==> config.mk <==
export PLATFORM = sky130hd
export DESIGN_NAME = npps_ctrl
export DESIGN_NICKNAME = d
export VERILOG_FILES = /design/src/sv/nearest_projected_point_select_core_defines.svh /design/src/sv/npps_pkg.sv /design/src/sv/npps_ctrl.sv
export SDC_FILE = /design/constraint.sdc
export NUM_CORES = 1
export LEC_CHECK = 0
export ABC_CLOCK_PERIOD_IN_PS = 1500
export BUFFER_PORTS_ARGS = -buffer_cell sky130_fd_sc_hd__buf_2
export CORE_UTILIZATION = 49
export CTS_BUF_LIST = sky130_fd_sc_hd__clkbuf_16
export DETAILED_ROUTE_END_ITERATION = 12
export GPL_TIMING_DRIVEN = 0
export PLACE_DENSITY_LB_ADDON = 0.3
export SLEW_MARGIN = 30
export SYNTH_ARGS = -nofsm -noshare
export SYNTH_HDL_FRONTEND = slang
export SYNTH_SLANG_ARGS = --single-unit
==> constraint.sdc <==
create_clock -name clock -period 1.5 [get_ports clock]
set_input_delay 0.375 -clock clock [delete_from_list [all_inputs] [get_ports clock]]
set_output_delay 0.375 -clock clock [all_outputs]
set_load 0.03 [all_outputs]
==> src/sv/nearest_projected_point_select_core_defines.svh <==
// Assertion macros for the nearest projected point select core.
// Included by the top level only; no other dependencies.
`ifndef NEAREST_PROJECTED_POINT_SELECT_CORE_DEFINES_SVH
`define NEAREST_PROJECTED_POINT_SELECT_CORE_DEFINES_SVH

// same-cycle implication
`define NPPS_ASSERT_NOW(lbl, ante, cons, msg) \
   lbl: assert property (@(posedge clock) disable iff (reset) (ante) |-> (cons)) \
      else $error(msg);

// next-cycle implication
`define NPPS_ASSERT_NEXT(lbl, ante, cons, msg) \
   lbl: assert property (@(posedge clock) disable iff (reset) (ante) |=> (cons)) \
      else $error(msg);

`endif

==> src/sv/npps_pkg.sv <==
// Shared types and constants of the nearest projected point select core.
// No dependencies.
package npps_pkg;

   typedef enum logic [4:0] {
      OP_NOP,
      OP_LOAD,
      OP_MUL,
      OP_ACC,
      OP_PIX_SETUP,
      OP_PIX_LO,
      OP_PIX_HI,
      OP_PIX_SUM,
      OP_DIV_INIT,
      OP_DIV_STEP,
      OP_PIX_END,
      OP_SQ_X,
      OP_SQ_Y,
      OP_DIST,
      OP_UPDATE,
      OP_EMIT
   } op_type;

   typedef struct packed {
      op_type     op;
      logic [3:0] term;
      logic       axis;
   } cmd_type;

   typedef struct packed {
      logic eligible;
      logic last;
      logic w_zero;
      logic rsp_busy;
   } status_type;

   localparam logic [3:0]  REG_ROW0_FIRST   = 4'd0;
   localparam logic [3:0]  REG_ROW0_SECOND  = 4'd1;
   localparam logic [3:0]  REG_ROW1_FIRST   = 4'd2;
   localparam logic [3:0]  REG_ROW1_SECOND  = 4'd3;
   localparam logic [3:0]  REG_ROW3_FIRST   = 4'd4;
   localparam logic [3:0]  REG_ROW3_SECOND  = 4'd5;
   localparam logic [3:0]  REG_SCREEN_SIZE  = 4'd6;
   localparam logic [3:0]  REG_OWN_GROUP    = 4'd7;

   localparam logic [31:0] SCREEN_RESET     = 32'd70780800;
   localparam logic signed [15:0] HEALTH_MIN = 16'sd1;
   localparam logic signed [15:0] HEALTH_MAX = 16'sd100;
   localparam logic [35:0] DIST_SAT         = 36'h8_0000_0000;
   localparam logic [35:0] DIST_ONES        = 36'hF_FFFF_FFFF;
   localparam logic [64:0] PIX_LIMIT        = 65'd262144;
   localparam logic [5:0]  INDEX_DEFAULT    = 6'd1;
   localparam logic [3:0]  TERM_LAST        = 4'd8;
   localparam logic [5:0]  DIV_LAST         = 6'd62;

endpackage

==> src/sv/npps_ctrl.sv <==
// Sequencer of the nearest projected point select core.
// Depends on npps_pkg; drives npps_datapath by command, reads its status.
module npps_ctrl (
   input  logic                clock,
   input  logic                reset,
   input  logic                req_valid,
   output logic                req_stall,
   input  npps_pkg::status_type status,
   output npps_pkg::cmd_type   cmd
);
   import npps_pkg::*;

   typedef enum logic [4:0] {
      ST_IDLE, ST_CHK, ST_MUL, ST_ACC, ST_WCHK, ST_SETUP, ST_LO, ST_HI, ST_SUM,
      ST_DIV_INIT, ST_DIV, ST_PIX_END, ST_SQ_X, ST_SQ_Y, ST_DIST, ST_UPDATE, ST_EMIT
   } state_type;

   state_type  state_ff;
   logic [5:0] cnt_ff;
   logic       axis_ff;

   assign req_stall = (state_ff != ST_IDLE);

   always_comb begin
      cmd.op   = OP_NOP;
      cmd.term = cnt_ff[3:0];
      cmd.axis = axis_ff;
      case (state_ff)
         ST_IDLE:     cmd.op = req_valid ? OP_LOAD : OP_NOP;
         ST_MUL:      cmd.op = OP_MUL;
         ST_ACC:      cmd.op = OP_ACC;
         ST_SETUP:    cmd.op = OP_PIX_SETUP;
         ST_LO:       cmd.op = OP_PIX_LO;
         ST_HI:       cmd.op = OP_PIX_HI;
         ST_SUM:      cmd.op = OP_PIX_SUM;
         ST_DIV_INIT: cmd.op = OP_DIV_INIT;
         ST_DIV:      cmd.op = OP_DIV_STEP;
         ST_PIX_END:  cmd.op = OP_PIX_END;
         ST_SQ_X:     cmd.op = OP_SQ_X;
         ST_SQ_Y:     cmd.op = OP_SQ_Y;
         ST_DIST:     cmd.op = OP_DIST;
         ST_UPDATE:   cmd.op = OP_UPDATE;
         ST_EMIT:     cmd.op = status.rsp_busy ? OP_NOP : OP_EMIT;
         default:     cmd.op = OP_NOP;
      endcase
   end

   always_ff @(posedge clock) begin
      if (reset) begin
         state_ff <= ST_IDLE;
         cnt_ff   <= '0;
         axis_ff  <= 1'b0;
      end else begin
         case (state_ff)
            ST_IDLE: begin
               if (req_valid) state_ff <= ST_CHK;
            end
            ST_CHK: begin
               cnt_ff <= '0;
               if (status.eligible) state_ff <= ST_MUL;
               else state_ff <= status.last ? ST_EMIT : ST_IDLE;
            end
            ST_MUL: state_ff <= ST_ACC;
            ST_ACC: begin
               if (cnt_ff[3:0] == TERM_LAST) begin
                  state_ff <= ST_WCHK;
               end else begin
                  cnt_ff   <= cnt_ff + 6'd1;
                  state_ff <= ST_MUL;
               end
            end
            ST_WCHK: begin
               axis_ff  <= 1'b0;
               state_ff <= status.w_zero ? ST_DIST : ST_SETUP;
            end
            ST_SETUP:    state_ff <= ST_LO;
            ST_LO:       state_ff <= ST_HI;
            ST_HI:       state_ff <= ST_SUM;
            ST_SUM:      state_ff <= ST_DIV_INIT;
            ST_DIV_INIT: begin
               cnt_ff   <= '0;
               state_ff <= ST_DIV;
            end
            ST_DIV: begin
               if (cnt_ff == DIV_LAST) state_ff <= ST_PIX_END;
               else cnt_ff <= cnt_ff + 6'd1;
            end
            ST_PIX_END: begin
               if (axis_ff) begin
                  state_ff <= ST_SQ_X;
               end else begin
                  axis_ff  <= 1'b1;
                  state_ff <= ST_SETUP;
               end
            end
            ST_SQ_X:   state_ff <= ST_SQ_Y;
            ST_SQ_Y:   state_ff <= ST_DIST;
            ST_DIST:   state_ff <= ST_UPDATE;
            ST_UPDATE: state_ff <= status.last ? ST_EMIT : ST_IDLE;
            ST_EMIT: begin
               if (!status.rsp_busy) state_ff <= ST_IDLE;
            end
            default: state_ff <= ST_IDLE;
         endcase
      end
   end

endmodule

==> results.md, run 1 <==
- Status: complete, but fails checks
- Failing checks: setup timing
- Pwr Density: 860.1 nW/µm²
- Routability cong.: 0.9487
- Residual DRC: 0
- Worst Hold Class: primary input to flop
- Root Buffer: clkbuf_16
- Final #Nets: 174
- Min-Delay Endpoint: state_ff[4]
- Placed Cells: 166
- Synth cell types: 43
- Initial Util: 0.5439
- Share of layout cells above drive strength 1: 0.5000
- DP HPWL: 1610 µm
- CP Max Fanout: 6
- # rows: 15
- R2R Path Start: state_ff[1]
- Post-route insts no fill: 187
- Pin count of the biggest net entering global routing: 11
- Gr usage total: 0.3232
- Synth top area share: 0.2477
- Period utilization: 1.215
- Hold path startpoint: status[0]
- Slowest CP cell: nor4_4
- Fill cells: 85
- VDD IR max: 0.8518 mV
- Crit-path cells: buf_6 > nor4_4 > buf_4 > nand2b_4 > buf_6
- Initial antenna violation count: 0
- Synth Area per Inst: 7.696 µm²
- Gate Count Post-Synth: 126
- Vias in the first global route: 1040
- Achievable Freq: 548.6 MHz
- TritonCTS buffer count: 3
- CP max stage delay: 0.39 ns
- Setup violators final: 11
- Top_reg_cell synth: dfxtp_1
- Seq/Total Area, Yosys: 0.2477
- Detailed Routing Iterations Pass 1: 4
- Post-route ant nets: 0
- Critical Path Sink Type: output pin
- Per-cell routed wire length: 17.97 µm
- DR vias/cell: 6.203
- Core area: 1783 µm²
- WP data required: 1.12 ns
- Initial detailed-routing violation count: 48
- Area delta synth->final: 56.52%
- Latest clock arrival within the worst-skew pair: 0.24 ns
- Unrepaired setup endpoints after global routing: yes
- Most used cell, CP: buf_6
- Clk slew on worst S/H paths: 0.04 ns
- Startpoint types: flop
- Synth Cell Area: 969.7 µm²
- Via total after detailed routing: 1160
- Htree depth: 1
- Setup WS pre-CTS: -0.2071 ns
- EDFF count, synth: 0
- Drt total wl: 3361 µm
- Leakage: 0.0006460 µW
- Final Max Slew Viols: 0
- Hold slack: 0.4256 ns
- Leading area contributor after synthesis: dfxtp_1
- Reg2Reg Setup Slack: -0.23 ns
- Reg2Reg Capture Point: cnt_ff[0]
- Post-Route Setup TNS: -2.347 ns
- Clock sink total: 12
- Syn nets: 136
- Die width: 46.49 µm
- Diode count: 0
- Reg2reg path depth: 6
- DIE AREA: 2161 µm²
- YS warnings: 0
- Clk_skew: 0.001376 ns
- Area contributors post-synth: dfxtp_1 25%, nand2b_1 7.7%, mux2i_1 6.2%, buf_4 6.2%, nand2_1 5.0%
- #FFs+latches synth: 12
- Asr flop ratio synth: 0
- Hold Path Depth: 3
- Final worst path period need: 1.823 ns
- Final WS setup: -0.3229 ns
- First-pass GRT wire length: 4823 µm
- GR Overflow Total: 0
- CTS hold repair buffers: 0
- Num ports: 18
- Final hold vios: 0
- Delay-heaviest family, CP: buffers and inverters
- CTS tree: built
- Die Ht: 46.49 µm
- Worst path depth: 5
- IO Port Bufs: 15
- Worst path bufs/invs: 3
- Critical Path AT: 1.45 ns
- MaxCap Viol Count: 0
- CP Class: flop to output pin
- Bufs on Longest Clock Path: 2
==> state kept, by name, summed over array words and instances, names as in the netlist <==
name / count
state_ff: 5
cnt_ff: 6
axis_ff: 1
==> what timing repair did <==
action | CTS | global route
pin swaps | 8 | 11
endpoints found under the hold margin | 0 | 0
gates resized for setup | 34 | 14
cloned | 0 | 0
setup endpoints to repair | 11 | 12
setup buffers | 17 | 2
==> cell usage after synthesis, drive strengths merged (3+ instances only) <==
library cell  number
nor3               3
nand2b            12
inv                6
a31oi              3
buf               13
a21oi              9
nor2               6
nand3              4
o21ai              9
nand2             13
ha                 3
dfxtp             12
mux2i              6
==> metrics by stage <==
| stage | total power [µW] | instance area [µm²] | utilization |
|---|---|---|---|
| after floorplan | 599.8 | 1040 | - |
| after global placement | 659.2 | 1146 | 0.6428 |
| after detailed placement | 668.9 | 1146 | 0.6428 |
| after CTS | 1257 | 1449 | 0.8126 |
| after global routing | 1347 | 1518 | 0.8512 |
| final | 1305 | 1518 | 0.8512 |
==> layout make-up <==
cell class,instances,area (µm²),area share
plain buffers,15,147.6,0.09728
clock buffers,3,75.07,0.04946
inverters,6,22.52,0.01484
multi-input cells,93,744.5,0.4905
flip-flops and latches,12,255.2,0.1682
well taps,25,31.28,0.02061
repair buffers,33,241.5,0.1591
==> worst register-to-register path, stage by stage (launching register included) <==
cell      delay, ns
dfxtp_2        0.31
buf_6          0.13
buf_4          0.16
nand4b_1       0.16
nand4_1        0.33
and4b_1        0.33
a31o_2         0.21
==> power by group <==
group | leakage, µW | switching [µW] | internal [µW] | total (µW)
clock network | 0.0000370 | 135 | 347 | 482
registers | 0.000101 | 8.15 | 334 | 342
logic | 0.000508 | 260 | 222 | 482
total | 0.000646 | 403 | 902 | 1310
==> placed cells by master (no fill, tap or decap), types with 2 or more instances in the layout <==
cell	count
o21ai_2	3
nor2_1	4
dfxtp_1	6
ha_1	2
clkbuf_8	2
a21oi_2	3
buf_8	2
o21ai_4	2
buf_2	10
nor4_4	2
nand3_1	4
dfxtp_2	3
nand2_1	12
dfxtp_4	3
inv_2	2
a21oi_1	6
nand2b_4	2
a31oi_1	2
clkbuf_16	3
nor2_4	2
or3_1	2
nor3_1	2
mux2i_1	6
buf_6	8
nand2b_1	10
buf_4	25
o21ai_0	4
inv_1	4
==> per-layer routing <==
layer	vias up	global-route usage	wire [µm]
met5	-	0	0
met4	0	0.1412	185
met1	532	0.3844	1257
met3	24	0.08235	294
li1	517	-	-
met2	87	0.5389	1624
==> worst max-delay path by stage <==
stage                 from   endpoint  slack (ns)
2_1_floorplan  state_ff[3]     cmd[6]       -0.05
3_3_place_gp   state_ff[1]     cmd[5]       -0.18
3_5_place_dp   state_ff[1]     cmd[5]       -0.21
4_1_cts        state_ff[0]  req_stall       -0.29
5_1_grt        state_ff[1]  req_stall       -0.36
6_report       state_ff[1]  req_stall       -0.32
==> cells by family after synthesis <==
group / after synthesis / synth area share
compound gates: 33 / 0.2310
fa+ha+maj: 3 / 0.03871
buf+inv: 21 / 0.1251
flops: 12 / 0.2477
mux: 6 / 0.06194
other cells: 1 / 0.003867
simple gates: 50 / 0.2916
(Power assumes the default switching activity.)
==> run 2: changes to the inputs <==
Settings changed: CORE_UTILIZATION 49 to 32.
==> run 2 against run 1 <==
Net effect: design area grew 0.82%; largest cell class unchanged; sequential cell count is the same; highest routed layer unchanged; wire length shrank 22%; clock power grew 2%; clock-buffer cell count is the same; the flow finishes with violations (DRC, setup timing); critical path type unchanged.
==> results.md, run 2 (same netlist as run 1, synthesis figures left out) <==
- Share of layout cells above drive strength 1: 0.4909 (was 0.5000)
- Critical Path Sink Type: output pin (unchanged)
- Routability cong.: 0.8380 (was 0.9487)
- CP Max Fanout: 10 (was 6)
- Fin util: 0.5455 (was 0.8512)
- Failing checks: DRC, setup timing (was setup timing)
- Status: complete, but fails checks (unchanged)
- Worst Hold Class: primary input to flop (unchanged)
- Die Ht: 57.05 µm (was 46.49 µm)
- CP Class: flop to output pin (unchanged)
- Busiest grt layer: met2 (unchanged)
- DR vias/cell: 5.270 (was 6.203)
- Final worst path period need: 1.781 ns (was 1.823 ns)
- Die width: 57.05 µm (was 46.49 µm)
- Hold slack: 0.4270 ns (was 0.4256 ns)
- Clk_skew: 0.003482 ns (was 0.001376 ns)
- First-pass GRT wire length: 4471 µm (was 4823 µm)
- Per-cell routed wire length: 13.35 µm (was 17.97 µm)
- WP data required: 1.12 ns (about the same)
- Diode count: 0 (unchanged)
- TritonCTS buffer count: 3 (unchanged)
- Most used cell, CP: buf_6 (unchanged)
- Storage cell area: 255.2 µm² (unchanged)
- Final hold vios: 0 (unchanged)
- Setup violators final: 5 (was 11)
- Area delta synth->final: 57.81% (was 56.52%)
- Startpoint types: flop (unchanged)
- Critical Path AT: 1.41 ns (was 1.45 ns)
- Initial Util: 0.3457 (was 0.5439)
- Post-route ant nets: 0 (unchanged)
- DP HPWL: 1638 µm (was 1610 µm)
- Met3 GRT Util: 0.04989 (was 0.08235)
- CP max stage delay: 0.32 ns (was 0.39 ns)
- Final WS setup: -0.2813 ns (was -0.3229 ns)
- Period utilization: 1.188 (was 1.215)
- Final #Nets: 176 (was 174)
- VDD IR max: 0.6954 mV (was 0.8518 mV)
- Unrepaired setup endpoints after global routing: yes (unchanged)
- Max FFs per register: 6 (unchanged)
- Pin count of the biggest net entering global routing: 11 (unchanged)
- Delay-heaviest family, CP: compound AO/OA/AOI/OAI gates (was buffers and inverters)
- Gr usage total: 0.1774 (was 0.3232)
- Grt met2 use: 0.2723 (was 0.5389)
- Initial detailed-routing violation count: 34 (was 48)
- Final Instance Area: 1530 µm² (was 1518 µm²)
- Via total after detailed routing: 1033 (was 1160)
- Biggest regs: cnt_ff x6, state_ff x5, axis_ff x1 (unchanged)
- Placed Area: 1154 µm² (was 1146 µm²)
- Leakage: 0.0006172 µW (was 0.0006460 µW)
- Placed Cells: 172 (was 166)
- Clock sink total: 12 (unchanged)
- Worst path bufs/invs: 3 (unchanged)
- Final Max Slew Viols: 0 (unchanged)
- Crit-path cells: buf_6 > buf_6 > o31a_1 > o21ai_4 > buf_6 (was buf_6 > nor4_4 > buf_4 > nand2b_4 > buf_6)
- Most frequent cells in the layout: 26 x buf_4, 12 x nand2_1, 11 x buf_6, 10 x nand2b_1, 10 x buf_2 (was 25 x buf_4, 12 x nand2_1, 10 x nand2b_1, 10 x buf_2, 8 x buf_6)
- Fill cells: 246 (was 85)
- Htree depth: 1 (unchanged)
- Achievable Freq: 561.4 MHz (was 548.6 MHz)
- Residual DRC: 2 (was 0)
- Setup WS pre-CTS: -0.2235 ns (was -0.2071 ns)
- Num ports: 18 (unchanged)
- GR Overflow Total: 0 (unchanged)
- Clk slew on worst S/H paths: 0.04 ns (about the same)
- Met1 Resource Use GR: 0.2293 (was 0.3844)
- Latest clock arrival within the worst-skew pair: 0.24 ns (about the same)
- Core area: 2805 µm² (was 1783 µm²)
- Detailed Routing Iterations Pass 1: 8 (was 4)
- Vias in the first global route: 996 (was 1040)
- Most common cell after layout, fill and taps aside: buf_4 (unchanged)
- Bufs on Longest Clock Path: 2 (unchanged)
- IO Port Bufs: 15 (unchanged)
- DIE AREA: 3254 µm² (was 2161 µm²)
- CTS tree: built (unchanged)
- Slowest CP cell: o31a_1 (was nor4_4)
- Multi-input gate area: 733.2 µm² (was 744.5 µm²)
- Biggest register: cnt_ff (unchanged)
- Drt total wl: 2617 µm (was 3361 µm)
- Root Buffer: clkbuf_16 (unchanged)
- Initial antenna violation count: 0 (unchanged)
- # rows: 19 (was 15)
- MaxCap Viol Count: 0 (unchanged)
- Pwr Density: 840.0 nW/µm² (was 860.1 nW/µm²)
- Post-route insts no fill: 196 (was 187)
-- run 2: final timing paths --
check / start / to / slack, ns / cells past startpoint
setup / recovery: state_ff[1] / cmd[6] / -0.28 / 5
hold / removal: status[0] / state_ff[4] / 0.43 / 3
hold reg to reg: cnt_ff[4] / cnt_ff[4] / 0.47 / 2
setup reg to reg: state_ff[1] / cnt_ff[2] / 0.02 / 7
-- run 2: report_power, final --
part,leakage [µW],total [µW],switching [µW],internal [µW]
clock,0.0000385,490,139,351
combinational,0.000478,454,237,218
sequential,0.000101,341,7.77,334
-- run 2: per-layer routing --
layer	wire [µm]	share of wire
met3	157	0.060
met4	58	0.022
met5	0	0
met1	1193	0.46
met2	1208	0.46
-- run 2: stage by stage --
stage / setup TNS [ns] / power [µW]
4_1_cts: -1.338 / 1283
5_1_grt: -1.665 / 1348
2_1_floorplan: -0.05982 / 599.8
3_3_place_gp: -1.329 / 663.5
3_5_place_dp: -1.530 / 669.7
6_report: -1.311 / 1285
-- run 2: final cells by class --
class,count,share of cell area
flip-flops and latches,12,0.1668
well taps,31,0.02535
inverters,6,0.01472
repair buffers,35,0.1676
plain buffers,15,0.09485
multi-input cells,93,0.4791
clock buffers,3,0.04906
clock inverters,1,0.002453
-- run 2: timing repair --
| item | 4_1_cts | 5_1_grt |
|---|---|---|
| resized for setup | 35 | 10 |
| cloned | 0 | 0 |
| setup buffers | 18 | 6 |
| setup endpoints to repair | 11 | 13 |
| hold buffers | 0 | 0 |
| pin swaps | 9 | 9 |
-- run 2: worst reg2reg max path: stages (launching register included) --
cell	delay (ns)
dfxtp_2	0.32
buf_6	0.13
buf_4	0.16
and3b_2	0.21
o211ai_4	0.11
buf_4	0.16
a21boi_2	0.14
mux2i_1	0.18
==> run 3: changes to the inputs <==
Settings changed: PLACE_DENSITY set to 0.52, PLACE_DENSITY_LB_ADDON 0.3 to not set, SKIP_CTS_REPAIR_TIMING set to 1.
==> run 3 against run 2 <==
Net effect: the flow still finishes with violations (DRC, setup timing); core utilization increased by 4.9 points; clock-buffer cell count unchanged; hold slack got worse by 0.018 ns; first-iteration DRC count increased by 79%; largest power group is now combinational logic; highest routed layer unchanged.
==> results.md, run 3 (same netlist as run 1, synthesis figures left out) <==
- Clk slew on worst S/H paths: 0.05 ns (was 0.04 ns)
- MaxCap Viol Count: 0 (unchanged)
- Setup violators final: 8 (was 5)
- WP data required: 1.12 ns (about the same)
- Initial antenna violation count: 0 (unchanged)
- TritonCTS buffer count: 3 (unchanged)
- CP Class: flop to output pin (unchanged)
- DP HPWL: 1716 µm (was 1638 µm)
- Num ports: 18 (unchanged)
- Per-cell routed wire length: 14.60 µm (was 13.35 µm)
- Pwr Density: 826.8 nW/µm² (was 840.0 nW/µm²)
- Grt met2 use: 0.2353 (was 0.2723)
- Post-route ant nets: 0 (unchanged)
- Htree depth: 1 (unchanged)
- Root Buffer: clkbuf_16 (unchanged)
- Period utilization: 1.209 (was 1.188)
- Max FFs per register: 6 (unchanged)
- Status: complete, but fails checks (unchanged)
- Final #Nets: 187 (was 176)
- Leakage: 0.0007290 µW (was 0.0006172 µW)
- # rows: 19 (unchanged)
- Failing checks: DRC, setup timing (unchanged)
- Detailed Routing Iterations Pass 1: 10 (was 8)
- Drt total wl: 3022 µm (was 2617 µm)
- Bufs on Longest Clock Path: 2 (unchanged)
- Met1 Resource Use GR: 0.2332 (was 0.2293)
- First-pass GRT wire length: 4050 µm (was 4471 µm)
- IO Port Bufs: 15 (unchanged)
- Biggest regs: cnt_ff x6, state_ff x5, axis_ff x1 (unchanged)
- Clock sink total: 12 (unchanged)
- Busiest grt layer: met2 (unchanged)
- Final hold vios: 0 (unchanged)
- Vias in the first global route: 852 (was 996)
- Initial Util: 0.3457 (unchanged)
- Die width: 57.05 µm (unchanged)
- Critical Path AT: 1.44 ns (was 1.41 ns)
- Pin count of the biggest net entering global routing: 11 (unchanged)
- Unrepaired setup endpoints after global routing: yes (unchanged)
- Final Max Slew Viols: 0 (unchanged)
- DR vias/cell: 5.329 (was 5.270)
- CP Max Fanout: 5 (was 10)
- Gr usage total: 0.1618 (was 0.1774)
- Die Ht: 57.05 µm (unchanged)
- Routability cong.: 0.8036 (was 0.8380)
- Post-Route Setup TNS: -1.503 ns (was -1.311 ns)
- Clk_skew: 0.004966 ns (was 0.003482 ns)
- Critical Path Sink Type: output pin (unchanged)
- Final worst path period need: 1.813 ns (was 1.781 ns)
- DIE AREA: 3254 µm² (unchanged)
- Share of layout cells above drive strength 1: 0.5284 (was 0.4909)
- Most common cell after layout, fill and taps aside: buf_4 (unchanged)
- Residual DRC: 2 (unchanged)
- Startpoint types: flop (unchanged)
- Via total after detailed routing: 1103 (was 1033)
- Latest clock arrival within the worst-skew pair: 0.24 ns (about the same)
- Biggest register: cnt_ff (unchanged)
- Most frequent cells in the layout: 29 x buf_4, 12 x nand2_1, 12 x buf_2, 10 x nand2b_1, 9 x buf_6 (was 26 x buf_4, 12 x nand2_1, 11 x buf_6, 10 x nand2b_1, 10 x buf_2)
- Initial detailed-routing violation count: 61 (was 34)
- GR Overflow Total: 0 (unchanged)
- Core area: 2805 µm² (unchanged)
- CTS tree: built (unchanged)
- Final WS setup: -0.3133 ns (was -0.2813 ns)
- Achievable Freq: 551.5 MHz (was 561.4 MHz)
- Area delta synth->final: 72.00% (was 57.81%)
- Met3 GRT Util: 0.04082 (was 0.04989)
- Worst Hold Class: primary input to flop (unchanged)
- Setup WS pre-CTS: -0.2421 ns (was -0.2235 ns)
- Diode count: 0 (unchanged)
- VDD IR max: 0.8481 mV (was 0.6954 mV)
[run 3: changes by cell type in the layout (fill, tap and decap cells not counted), sizes merged]
cell    change
clkbuf      +2
buf         +9
[run 3: worst paths after layout]
path / from / endpoint / slack (ns) / depth (start not counted)
min: status[0] / state_ff[4] / 0.41 / 3
min reg2reg: cnt_ff[5] / cnt_ff[5] / 0.48 / 2
max: state_ff[0] / req_stall / -0.31 / 5
max reg2reg: state_ff[1] / state_ff[4] / -0.06 / 7
[run 3: report_power, final]
| part | switching [µW] | leakage (µW) | total [µW] | internal [µW] |
|---|---|---|---|---|
| logic | 263 | 0.000589 | 543 | 280 |
| registers | 14.0 | 0.000102 | 347 | 333 |
| clock network | 138 | 0.0000385 | 489 | 351 |
[run 3: critical path, cell delays in order (launching register included)]
cell,delay [ns]
dfxtp_2,0.31
buf_6,0.13
nor4_4,0.37
buf_4,0.20
nand2b_4,0.05
buf_6,0.13
[run 3: metal layers]
layer	wire length [µm]	vias up
li1	-	536
met1	1376	518
met2	1389	43
met3	216	6
met4	40	0
met5	0	-
[run 3: metrics by stage]
step           hold slack, ns  instances  total power (µW)  utilization  cell area, µm²
2_1_floorplan          0.4429        126             599.8            -            1040
3_3_place_gp           0.4616        172             668.7       0.4112            1154
3_5_place_dp           0.4623        172             672.6       0.4112            1154
4_1_cts                0.4261        176              1174       0.4393            1232
5_1_grt                0.4316        207              1446       0.5946            1668
6_report               0.4091        207              1379       0.5946            1668
[run 3: final cells by class]
| cell class | count | area [µm²] |
|---|---|---|
| Buffer | 15 | 161.4 |
| Clock buffer | 3 | 75.07 |
| Clock inverter | 1 | 3.754 |
| Fill cell | 235 | 1137 |
| Inverter | 6 | 25.02 |
| Multi-Input combinational cell | 93 | 738.2 |
| Sequential cell | 12 | 259.0 |
| Tap cell | 31 | 38.79 |
| Timing Repair Buffer | 46 | 366.6 |
